<file path="src/hdl/tkd_pkg.sv">
// Shared types and constants for the terminal key event decoder queue.
package tkd_pkg;

    // Parser modes
    typedef enum logic [2:0] {
        MODE_IDLE = 3'd0,
        MODE_ESC  = 3'd1,
        MODE_CSI  = 3'd2,
        MODE_BTN  = 3'd3,
        MODE_COL  = 3'd4,
        MODE_ROW  = 3'd5
    } mode_t;

    // Event kinds
    localparam logic [2:0] KIND_UNDEF  = 3'd0;
    localparam logic [2:0] KIND_ARROW  = 3'd1;
    localparam logic [2:0] KIND_FOCUS  = 3'd2;
    localparam logic [2:0] KIND_CLICK  = 3'd3;
    localparam logic [2:0] KIND_IGNORE = 3'd4;
    localparam logic [2:0] KIND_LETTER = 3'd5;

    // Command codes on the input tuser
    localparam logic CMD_BYTE    = 1'b0;
    localparam logic CMD_DEQUEUE = 1'b1;

    // Byte values the parser looks for
    localparam logic [7:0] BYTE_LF      = 8'd10;
    localparam logic [7:0] BYTE_CR      = 8'd13;
    localparam logic [7:0] BYTE_ESC     = 8'd27;
    localparam logic [7:0] BYTE_SPACE   = 8'h20;
    localparam logic [7:0] BYTE_LBRACK  = 8'h5B;
    localparam logic [7:0] BYTE_UPPER_A = 8'h41;
    localparam logic [7:0] BYTE_UPPER_D = 8'h44;
    localparam logic [7:0] BYTE_UPPER_I = 8'h49;
    localparam logic [7:0] BYTE_UPPER_M = 8'h4D;
    localparam logic [7:0] BYTE_UPPER_O = 8'h4F;
    localparam logic [7:0] BYTE_UPPER_Z = 8'h5A;
    localparam logic [7:0] BYTE_LOWER_A = 8'h61;
    localparam logic [7:0] BYTE_LOWER_Z = 8'h7A;

    // Mouse coordinate offset of X10 reports
    localparam logic [8:0] MOUSE_OFFSET = 9'd33;

    // Depth of the op queue between front and back
    localparam int unsigned OPQ_DEPTH = 4;
    localparam int unsigned OPQ_IDX_W = 2;
    localparam int unsigned OPQ_CNT_W = 3;

    // One operation handed from the parser to the event ring
    typedef struct packed {
        logic             is_read;   // 1: dequeue, 0: write event
        logic [2:0]       kind;
        logic [7:0]       code;
        logic signed [8:0] col;      // mouse position snapshot for dequeue
        logic signed [8:0] row;
    } op_t;

endpackage

</file>
<file path="src/hdl/tkd_front.sv">
// Byte parser: classifies terminal bytes and dequeue requests into queue ops.
module tkd_front (
    input  logic             clk,
    input  logic             rst_n,
    input  logic             in_valid,
    output logic             in_ready,
    input  logic             in_cmd,
    input  logic [7:0]       in_byte,
    input  logic             cfg_we,
    input  logic             cfg_wdata,
    input  logic             opq_full,
    output logic             op_push,
    output tkd_pkg::op_t     op
);
    import tkd_pkg::*;

    mode_t             mode_reg, mode_next;
    logic              rec_en_reg;
    logic [7:0]        button_reg;
    logic signed [8:0] col_reg;
    logic signed [8:0] row_reg;
    logic              accept;
    logic              byte_take;
    logic              ev_valid;
    logic [2:0]        ev_kind;
    logic [7:0]        ev_code;
    logic signed [8:0] pos;

    assign in_ready  = !opq_full;
    assign accept    = in_valid && in_ready;
    assign byte_take = accept && (in_cmd == CMD_BYTE);
    assign pos       = $signed({1'b0, in_byte} - MOUSE_OFFSET);

    // Next parser mode
    always_comb
    begin
        mode_next = mode_reg;
        unique case (mode_reg)
            MODE_IDLE: mode_next = (in_byte == BYTE_ESC) ? MODE_ESC : MODE_IDLE;
            MODE_ESC:  mode_next = (in_byte == BYTE_LBRACK) ? MODE_CSI : MODE_IDLE;
            MODE_CSI:  mode_next = (in_byte == BYTE_UPPER_M) ? MODE_BTN : MODE_IDLE;
            MODE_BTN:  mode_next = MODE_COL;
            MODE_COL:  mode_next = MODE_ROW;
            MODE_ROW:  mode_next = MODE_IDLE;
            default:   mode_next = MODE_IDLE;
        endcase
    end

    // Event recognized by the current byte
    always_comb
    begin
        ev_valid = 1'b0;
        ev_kind  = KIND_UNDEF;
        ev_code  = in_byte;
        unique case (mode_reg)
            MODE_IDLE:
            begin
                if ((in_byte >= BYTE_LOWER_A && in_byte <= BYTE_LOWER_Z) ||
                    (in_byte >= BYTE_UPPER_A && in_byte <= BYTE_UPPER_Z))
                begin
                    ev_valid = 1'b1;
                    ev_kind  = KIND_LETTER;
                end
                else if (in_byte == BYTE_LF || in_byte == BYTE_CR)
                begin
                    ev_valid = 1'b1;
                    ev_kind  = KIND_IGNORE;
                end
            end
            MODE_CSI:
            begin
                if (in_byte >= BYTE_UPPER_A && in_byte <= BYTE_UPPER_D)
                begin
                    ev_valid = 1'b1;
                    ev_kind  = KIND_ARROW;
                end
                else if (in_byte == BYTE_UPPER_I || in_byte == BYTE_UPPER_O)
                begin
                    ev_valid = 1'b1;
                    ev_kind  = KIND_FOCUS;
                end
            end
            MODE_ROW:
            begin
                ev_valid = 1'b1;
                ev_kind  = (button_reg == BYTE_SPACE) ? KIND_CLICK : KIND_IGNORE;
                ev_code  = button_reg;
            end
            default:
            begin
                ev_valid = 1'b0;
            end
        endcase
    end

    // Build the op for the queue
    always_comb
    begin
        op.is_read = (in_cmd == CMD_DEQUEUE);
        op.kind    = ev_kind;
        op.code    = ev_code;
        op.col     = col_reg;
        op.row     = row_reg;
        op_push    = accept && ((in_cmd == CMD_DEQUEUE) || (ev_valid && rec_en_reg));
    end

    // Control state: mode and recording enable
    always_ff @(posedge clk or negedge rst_n)
    begin
        if (!rst_n)
        begin
            mode_reg   <= MODE_IDLE;
            rec_en_reg <= 1'b1;
        end
        else
        begin
            if (byte_take)
            begin
                mode_reg <= mode_next;
            end
            if (cfg_we)
            begin
                rec_en_reg <= cfg_wdata;
            end
        end
    end

    // Mouse report fields
    always_ff @(posedge clk or negedge rst_n)
    begin
        if (!rst_n)
        begin
            button_reg <= '0;
            col_reg    <= '0;
            row_reg    <= '0;
        end
        else if (byte_take)
        begin
            if (mode_reg == MODE_BTN)
            begin
                button_reg <= in_byte;
            end
            if (mode_reg == MODE_COL)
            begin
                col_reg <= pos;
            end
            if (mode_reg == MODE_ROW)
            begin
                row_reg <= pos;
            end
        end
    end

endmodule

</file>
<file path="src/hdl/tkd_opq.sv">
// Short op queue between the parser and the event ring.
module tkd_opq (
    input  logic          clk,
    input  logic          rst_n,
    input  logic          push,
    input  tkd_pkg::op_t  push_op,
    output logic          full,
    input  logic          pop,
    output logic          empty,
    output tkd_pkg::op_t  head_op
);
    import tkd_pkg::*;

    op_t                  slot_reg [OPQ_DEPTH];
    logic [OPQ_IDX_W-1:0] wr_ptr_reg;
    logic [OPQ_IDX_W-1:0] rd_ptr_reg;
    logic [OPQ_CNT_W-1:0] count_reg;
    logic                 do_push;
    logic                 do_pop;

    assign full    = (count_reg == OPQ_CNT_W'(OPQ_DEPTH));
    assign empty   = (count_reg == '0);
    assign do_push = push && !full;
    assign do_pop  = pop && !empty;
    assign head_op = slot_reg[rd_ptr_reg];

    // Store pushed ops
    always_ff @(posedge clk)
    begin
        if (do_push)
        begin
            slot_reg[wr_ptr_reg] <= push_op;
        end
    end

    // Advance pointers and count
    always_ff @(posedge clk or negedge rst_n)
    begin
        if (!rst_n)
        begin
            wr_ptr_reg <= '0;
            rd_ptr_reg <= '0;
            count_reg  <= '0;
        end
        else
        begin
            if (do_push)
            begin
                wr_ptr_reg <= wr_ptr_reg + 1'b1;
            end
            if (do_pop)
            begin
                rd_ptr_reg <= rd_ptr_reg + 1'b1;
            end
            if (do_push && !do_pop)
            begin
                count_reg <= count_reg + 1'b1;
            end
            else if (do_pop && !do_push)
            begin
                count_reg <= count_reg - 1'b1;
            end
        end
    end

endmodule

</file>
<file path="src/hdl/tkd_back.sv">
// Event ring: stores events, serves dequeues and holds the result word.
module tkd_back #(
    parameter int unsigned QUEUE_DEPTH = 16
) (
    input  logic             clk,
    input  logic             rst_n,
    input  logic             opq_empty,
    input  tkd_pkg::op_t     head_op,
    output logic             opq_pop,
    output logic             res_valid,
    input  logic             res_ready,
    output logic             res_available,
    output logic [2:0]       res_kind,
    output logic [7:0]       res_code,
    output logic signed [8:0] res_col,
    output logic signed [8:0] res_row
);
    import tkd_pkg::*;

    localparam int unsigned IDX_W = (QUEUE_DEPTH > 1) ? $clog2(QUEUE_DEPTH) : 1;
    localparam logic [IDX_W-1:0] LAST_IDX = IDX_W'(QUEUE_DEPTH - 1);

    logic [10:0]       ring_mem [QUEUE_DEPTH];
    logic [QUEUE_DEPTH-1:0] consumed_reg;
    logic [IDX_W-1:0]  wr_idx_reg;
    logic [IDX_W-1:0]  rd_idx_reg;
    logic              out_valid_reg;
    logic              avail_reg;
    logic [10:0]       data_reg;
    logic signed [8:0] col_reg;
    logic signed [8:0] row_reg;
    logic              do_write;
    logic              do_read;
    logic              hit;

    assign opq_pop  = !opq_empty && (!head_op.is_read || !out_valid_reg || res_ready);
    assign do_write = opq_pop && !head_op.is_read;
    assign do_read  = opq_pop && head_op.is_read;
    assign hit      = !consumed_reg[rd_idx_reg];

    // Write events into the ring, read the entry under the read index
    always_ff @(posedge clk)
    begin
        if (do_write)
        begin
            ring_mem[wr_idx_reg] <= {head_op.code, head_op.kind};
        end
        if (do_read)
        begin
            data_reg <= ring_mem[rd_idx_reg];
            col_reg  <= head_op.col;
            row_reg  <= head_op.row;
        end
    end

    // Ring indexes, consumed flags and result handshake
    always_ff @(posedge clk or negedge rst_n)
    begin
        if (!rst_n)
        begin
            consumed_reg  <= '1;
            wr_idx_reg    <= '0;
            rd_idx_reg    <= '0;
            out_valid_reg <= 1'b0;
            avail_reg     <= 1'b0;
        end
        else
        begin
            if (do_write)
            begin
                consumed_reg[wr_idx_reg] <= 1'b0;
                wr_idx_reg <= (wr_idx_reg == LAST_IDX) ? '0 : wr_idx_reg + 1'b1;
            end
            if (do_read)
            begin
                avail_reg     <= hit;
                out_valid_reg <= 1'b1;
                if (hit)
                begin
                    consumed_reg[rd_idx_reg] <= 1'b1;
                    rd_idx_reg <= (rd_idx_reg == LAST_IDX) ? '0 : rd_idx_reg + 1'b1;
                end
            end
            else if (res_ready)
            begin
                out_valid_reg <= 1'b0;
            end
        end
    end

    // Zero kind and code when nothing was dequeued
    assign res_valid     = out_valid_reg;
    assign res_available = avail_reg;
    assign res_kind      = avail_reg ? data_reg[2:0]  : KIND_UNDEF;
    assign res_code      = avail_reg ? data_reg[10:3] : 8'd0;
    assign res_col       = col_reg;
    assign res_row       = row_reg;

endmodule

</file>
<file path="src/hdl/terminal_key_event_decoder_queue_top.sv">
// Top level of the terminal key event decoder queue.
//
//  channel | dir | tdata fields (low bit up)                 | tuser
//  s_*     | in  | rx_byte[7:0]                              | cmd
//  m_*     | out | key_kind, key_code, mouse_col, mouse_row  | available
//  cfg_*   | in  | recording_enable (cfg_wdata)              | -
//
// One word per cycle sustained on the input while the op queue is not full;
// a dequeue result passes through the op queue, then the ring read into the
// output register. Reset clears parser and indexes and sets all consumed
// flags at once. A stalled output stops only dequeues at the head of the
// four-entry op queue; the input stalls when that queue is full.
module terminal_key_event_decoder_queue_top #(
    parameter int unsigned QUEUE_DEPTH = 16
) (
    input  logic        clk,
    input  logic        rst_n,
    input  logic        s_tvalid,
    output logic        s_tready,
    input  logic [7:0]  s_tdata,   // [7:0] rx_byte
    input  logic        s_tuser,   // [0] cmd
    output logic        m_tvalid,
    input  logic        m_tready,
    output logic [31:0] m_tdata,   // [2:0] key_kind, [10:3] key_code,
                                   // [19:11] mouse_col, [28:20] mouse_row
    output logic        m_tuser,   // [0] available
    input  logic        cfg_we,
    input  logic        cfg_wdata
);
    import tkd_pkg::*;

    op_t               push_op;
    op_t               head_op;
    logic              op_push;
    logic              opq_full;
    logic              opq_empty;
    logic              opq_pop;
    logic [2:0]        res_kind;
    logic [7:0]        res_code;
    logic signed [8:0] res_col;
    logic signed [8:0] res_row;

    tkd_front u_front (
        .clk       (clk),
        .rst_n     (rst_n),
        .in_valid  (s_tvalid),
        .in_ready  (s_tready),
        .in_cmd    (s_tuser),
        .in_byte   (s_tdata),
        .cfg_we    (cfg_we),
        .cfg_wdata (cfg_wdata),
        .opq_full  (opq_full),
        .op_push   (op_push),
        .op        (push_op)
    );

    tkd_opq u_opq (
        .clk     (clk),
        .rst_n   (rst_n),
        .push    (op_push),
        .push_op (push_op),
        .full    (opq_full),
        .pop     (opq_pop),
        .empty   (opq_empty),
        .head_op (head_op)
    );

    tkd_back #(
        .QUEUE_DEPTH (QUEUE_DEPTH)
    ) u_back (
        .clk           (clk),
        .rst_n         (rst_n),
        .opq_empty     (opq_empty),
        .head_op       (head_op),
        .opq_pop       (opq_pop),
        .res_valid     (m_tvalid),
        .res_ready     (m_tready),
        .res_available (m_tuser),
        .res_kind      (res_kind),
        .res_code      (res_code),
        .res_col       (res_col),
        .res_row       (res_row)
    );

    // Pack the result word
    assign m_tdata = {3'b000, res_row, res_col, res_code, res_kind};

    // The parser never pushes into a full op queue
    a_no_overflow: assert property (@(posedge clk) disable iff (!rst_n)
        op_push |-> !opq_full)
        else $error("op queue overflow");

    // An empty dequeue reports zero kind and code
    a_empty_zero: assert property (@(posedge clk) disable iff (!rst_n)
        (m_tvalid && !m_tuser) |-> (m_tdata[10:0] == 11'd0))
        else $error("empty dequeue carries event data");

    // A new result only follows a dequeue op popped from the queue
    a_result_source: assert property (@(posedge clk) disable iff (!rst_n)
        $rose(m_tvalid) |-> $past(opq_pop && head_op.is_read))
        else $error("result without dequeue op");

endmodule
</file>
<file path="config.mk">
export PLATFORM = sky130hd
export DESIGN_NAME = terminal_key_event_decoder_queue_top
export DESIGN_NICKNAME = d
export VERILOG_FILES = /design/src/hdl/tkd_pkg.sv /design/src/hdl/tkd_front.sv /design/src/hdl/tkd_opq.sv /design/src/hdl/tkd_back.sv /design/src/hdl/terminal_key_event_decoder_queue_top.sv
export SDC_FILE = /design/constraint.sdc
export NUM_CORES = 1
export LEC_CHECK = 0
export BUFFER_PORTS_ARGS = -buffer_cell sky130_fd_sc_hd__buf_2
export CAP_MARGIN = 10
export CORE_ASPECT_RATIO = 1.1
export CORE_UTILIZATION = 55
export DETAILED_ROUTE_END_ITERATION = 8
export MAX_ROUTING_LAYER = met4
export PLACE_DENSITY_LB_ADDON = 0.3
export RECOVER_POWER = 25
export SETUP_SLACK_MARGIN = 0.05
export SYNTH_ARGS = -nofsm -noshare
export SYNTH_HDL_FRONTEND = slang
export SYNTH_SLANG_ARGS = --single-unit
export TNS_END_PERCENT = 10
</file>
<file path="constraint.sdc">
create_clock -name clk -period 4.4 [get_ports clk]
set_clock_uncertainty 0.1 [all_clocks]
set_input_delay 0.44 -clock clk [delete_from_list [all_inputs] [get_ports clk]]
set_output_delay 0.44 -clock clk [all_outputs]
set_load 0.02 [all_outputs]
</file>
==> flow_summary.yaml <==
run_status:
  status: "finished, violations left"
  violations: "max-capacitance violations, max-slew violations"
clock_tree:
  ctsHoldBuffers: 1
  clock_sinks: 388
  cts_buffers: 37
  clk_latency_ns: 0.53
  cts_buffer_depth: 3
  postCtsSetupRepairBufs: 0
  clk_pin_slew_ns: 0.06
  cts-root-buf: "clkbuf_16"
  cts_tree: "done"
  ctsResizeCount: 0
  cts_max_level: 2
timing:
  grt_setup_unrepaired: "no"
  setup_viol: 0
  fin_crit_ns: 3.16
  slew-limit-headroom: -0.130
  drv_slew: 29
  max_freq_mhz: 316
  finalHoldViolations: 0
  setup-tns-final_ns: 0
  fin_crit_sh: 0.718
  worst_slew_pin_slew_ns: 1.70
setup_path:
  worstPathRequired_ns: 4.74
  arrival_ns: 3.50
  crit_path_top_delay_cell: "nor4b_1"
  cp_max_fo: 11
  crit_chain: "nor3_1 -> nor4b_1 -> o41ai_4 -> inv_1 -> ha_1 -> inv_1 -> fa_1 -> xor2_1 -> nor2_1 -> xor2_1"
  reg2reg_setup_slack_ns: 1.24
  end_kind: "register"
  startpoint_type: "register"
  worst-setup-path-type: "register to register"
  cpPeakStageDelay_ns: 0.74
placed_design:
  numPortBuffers: 46
  placed_cell_area_um2: 16200
  place_congestion: 0.883
  dpl.hpwl_um: 18300
cells_and_area:
  syn_to_final_growth_pct: 11.1
  drive_above_1_share: 0.260
  finalInstanceArea_um2: 17400
  largest_reg_flops: 176
  final_nets: 906
  antenna_cells: 0
floorplanning:
  die_area_um2: 29100
  dieWidth_um: 163
  die_height_um: 179
  ios: 50
  core.rowCount: 64
  coreArea_um2: 27900
  start_util: 0.561
global_route:
  grt.overflow.total: 0
  grt_start_max_net_pins: 54
  grt_usage: 0.226
  antenna_found_initial: 0
  grt_pass1_wl_um: 46500
  grt_pass1_vias: 7910
yosys:
  ys_seq_area_frac: 0.726
  synth_common_cells: "edfxtp_1 (325), mux4_2 (94), nand2_1 (64), dfrtp_1 (46), inv_1 (33)"
  ys_ff_latch: 388
  synth_top_area_cell: "edfxtp_1"
  ys_types: 64
  synth_area_um2: 15600
  synth.avg_cell_area_um2: 19.1
  ys_top_cells_by_area: "edfxtp_1 (62%), mux4_2 (14%), dfrtp_1 (7.4%), dfstp_2 (2.9%), nand2_1 (1.5%)"
  synthArstFlopShare: 0.162
  synth-warning-count: 0
  synth.most_common_cell: "edfxtp_1"
  synthesis.instances: 819
  synthFlopType: "edfxtp_1"
  synth_top_area_frac: 0.624
  synth_edf_count: 325
detailed_routing:
  ant_nets: 0
  wirelength_um: 30000
  routedWlPerCell_um: 23.7
  vias: 7511
  drc: 0
  drt_iter0_markers: 657
  viasPerCell: 5.94
  first_pass_iters: 5
pwr:
  seqPwrFrac: 0.473
  ir_drop_mv: 0.388
  netSwitchingFraction: 0.302
  powerDensity_nw_per_um2: 673
  pwr-share-clk: 0.265
  power_leakage_nw: 6.07
  p_int_w: 0.00816
  total_switching_power_w: 0.00353
  p_comb_frac: 0.262
flow_run:
  maxCapViolCount: 1
min_path:
  hold_path_class: "input port to register"
-- worst paths after layout --
kind                                                         from                                end  depth (start not counted)
worst min register to register  u_back.consumed_reg[12]$_DFF_PN1_  u_back.consumed_reg[12]$_DFF_PN1_                          2
max in group asynchronous                                   rst_n    u_opq.rd_ptr_reg[0]$_DFFE_PN0P_                          3
worst max register to register    u_front.mode_reg[2]$_DFFE_PN0P_     u_opq.count_reg[2]$_DFFE_PN0P_                         10
min in group asynchronous                                   rst_n     u_front.row_reg[1]$_DFFE_PN0P_                          2
worst max-delay path              u_front.mode_reg[2]$_DFFE_PN0P_     u_opq.count_reg[2]$_DFFE_PN0P_                         10
worst min-delay path                                    cfg_wdata     u_front.rec_en_reg$_DFFE_PN1P_                          2
-- cell usage in the layout, fill, tap and decap left out, types with 3 or more instances in the layout --
cell type / synthesis / routed
buf_2: 15 / 24
nor3_1: 5 / 5
xor2_1: 5 / 5
nor2_4: 0 / 3
nand2_1: 64 / 64
xnor2_1: 8 / 8
nand3_1: 7 / 7
mux2_4: 10 / 10
and2_1: 13 / 13
inv_1: 33 / 33
ha_1: 18 / 18
clkbuf_16: 0 / 38
mux2_2: 7 / 7
clkinv_2: 0 / 4
a21oi_1: 8 / 8
buf_4: 4 / 7
nor2_1: 19 / 15
o21ai_0: 25 / 25
clkbuf_8: 0 / 6
a22o_1: 7 / 7
dfstp_2: 17 / 16
o2bb2ai_1: 7 / 7
mux4_2: 94 / 94
edfxtp_1: 325 / 325
conb_1: 1 / 3
and3_1: 10 / 10
dfrtp_1: 46 / 43
clkbuf_1: 14 / 35
-- area by class of cell --
cell class | instances | area, µm²
sequential | 388 | 11400
fill | 1982 | 10500
multi-input combinational | 355 | 3960
clock buffer | 57 | 1080
tap | 363 | 454
timing repair buffer | 55 | 270
inverter | 35 | 131
clock inverter | 11 | 109
-- kinds of logic after synthesis --
group / Yosys count / synth area share
flip-flops: 388 / 0.726
buffers and inverters: 78 / 0.0223
AO/OA/AOI/OAI: 65 / 0.0292
adder cells (fa/ha/maj): 19 / 0.0157
multiplexers: 113 / 0.151
other: 1 / 0.000240
AND/OR/NAND/NOR: 142 / 0.0480
XOR/XNOR: 13 / 0.00728
-- power groups by stage --
stage | sequential (W) | clock (W) | combinational [W]
CTS | 0.00555 | 0.00313 | 0.00313
finish | 0.00554 | 0.00309 | 0.00306
global route | 0.00563 | 0.00328 | 0.00333
floorplan | 0.00538 | 0 | 0.00239
global placement | 0.00560 | 0 | 0.00308
detailed placement | 0.00562 | 0 | 0.00311
-- metrics by stage --
step | setup slack (ns) | hold slack [ns] | instances | power, W | utilization
6_report | 1.24 | 0.0618 | 1264 | 0.0117 | 0.623
5_1_grt | 0.937 | 0.0665 | 1264 | 0.0122 | 0.623
4_1_cts | 1.31 | 0.0516 | 1264 | 0.0118 | 0.625
3_5_place_dp | 0.813 | 0.357 | 1195 | 0.00873 | 0.582
3_3_place_gp | 0.898 | 0.354 | 1195 | 0.00868 | 0.582
2_1_floorplan | 1.11 | 0.0444 | 821 | 0.00778 | -
-- routing by layer --
metal  track usage  up-vias  wire, µm
met3        0.0310       55      1430
met1         0.294     3913     12400
li1              -     3328         -
met2         0.376      215     15500
met5             -        -         0
met4        0.0658        0       684
-- worst max-delay path, delay by kind of cell, from the launching register on --
family / cells / cell delay (ns)
AO/OA/AOI/OAI: 1 / 0.30
buffers and inverters: 2 / 0.17
AND/OR/NAND/NOR: 3 / 1.14
XOR/XNOR: 2 / 0.33
flip-flops: 1 / 0.48
adder cells (fa/ha/maj): 2 / 0.55
Power figures use the tool's default switching activity.
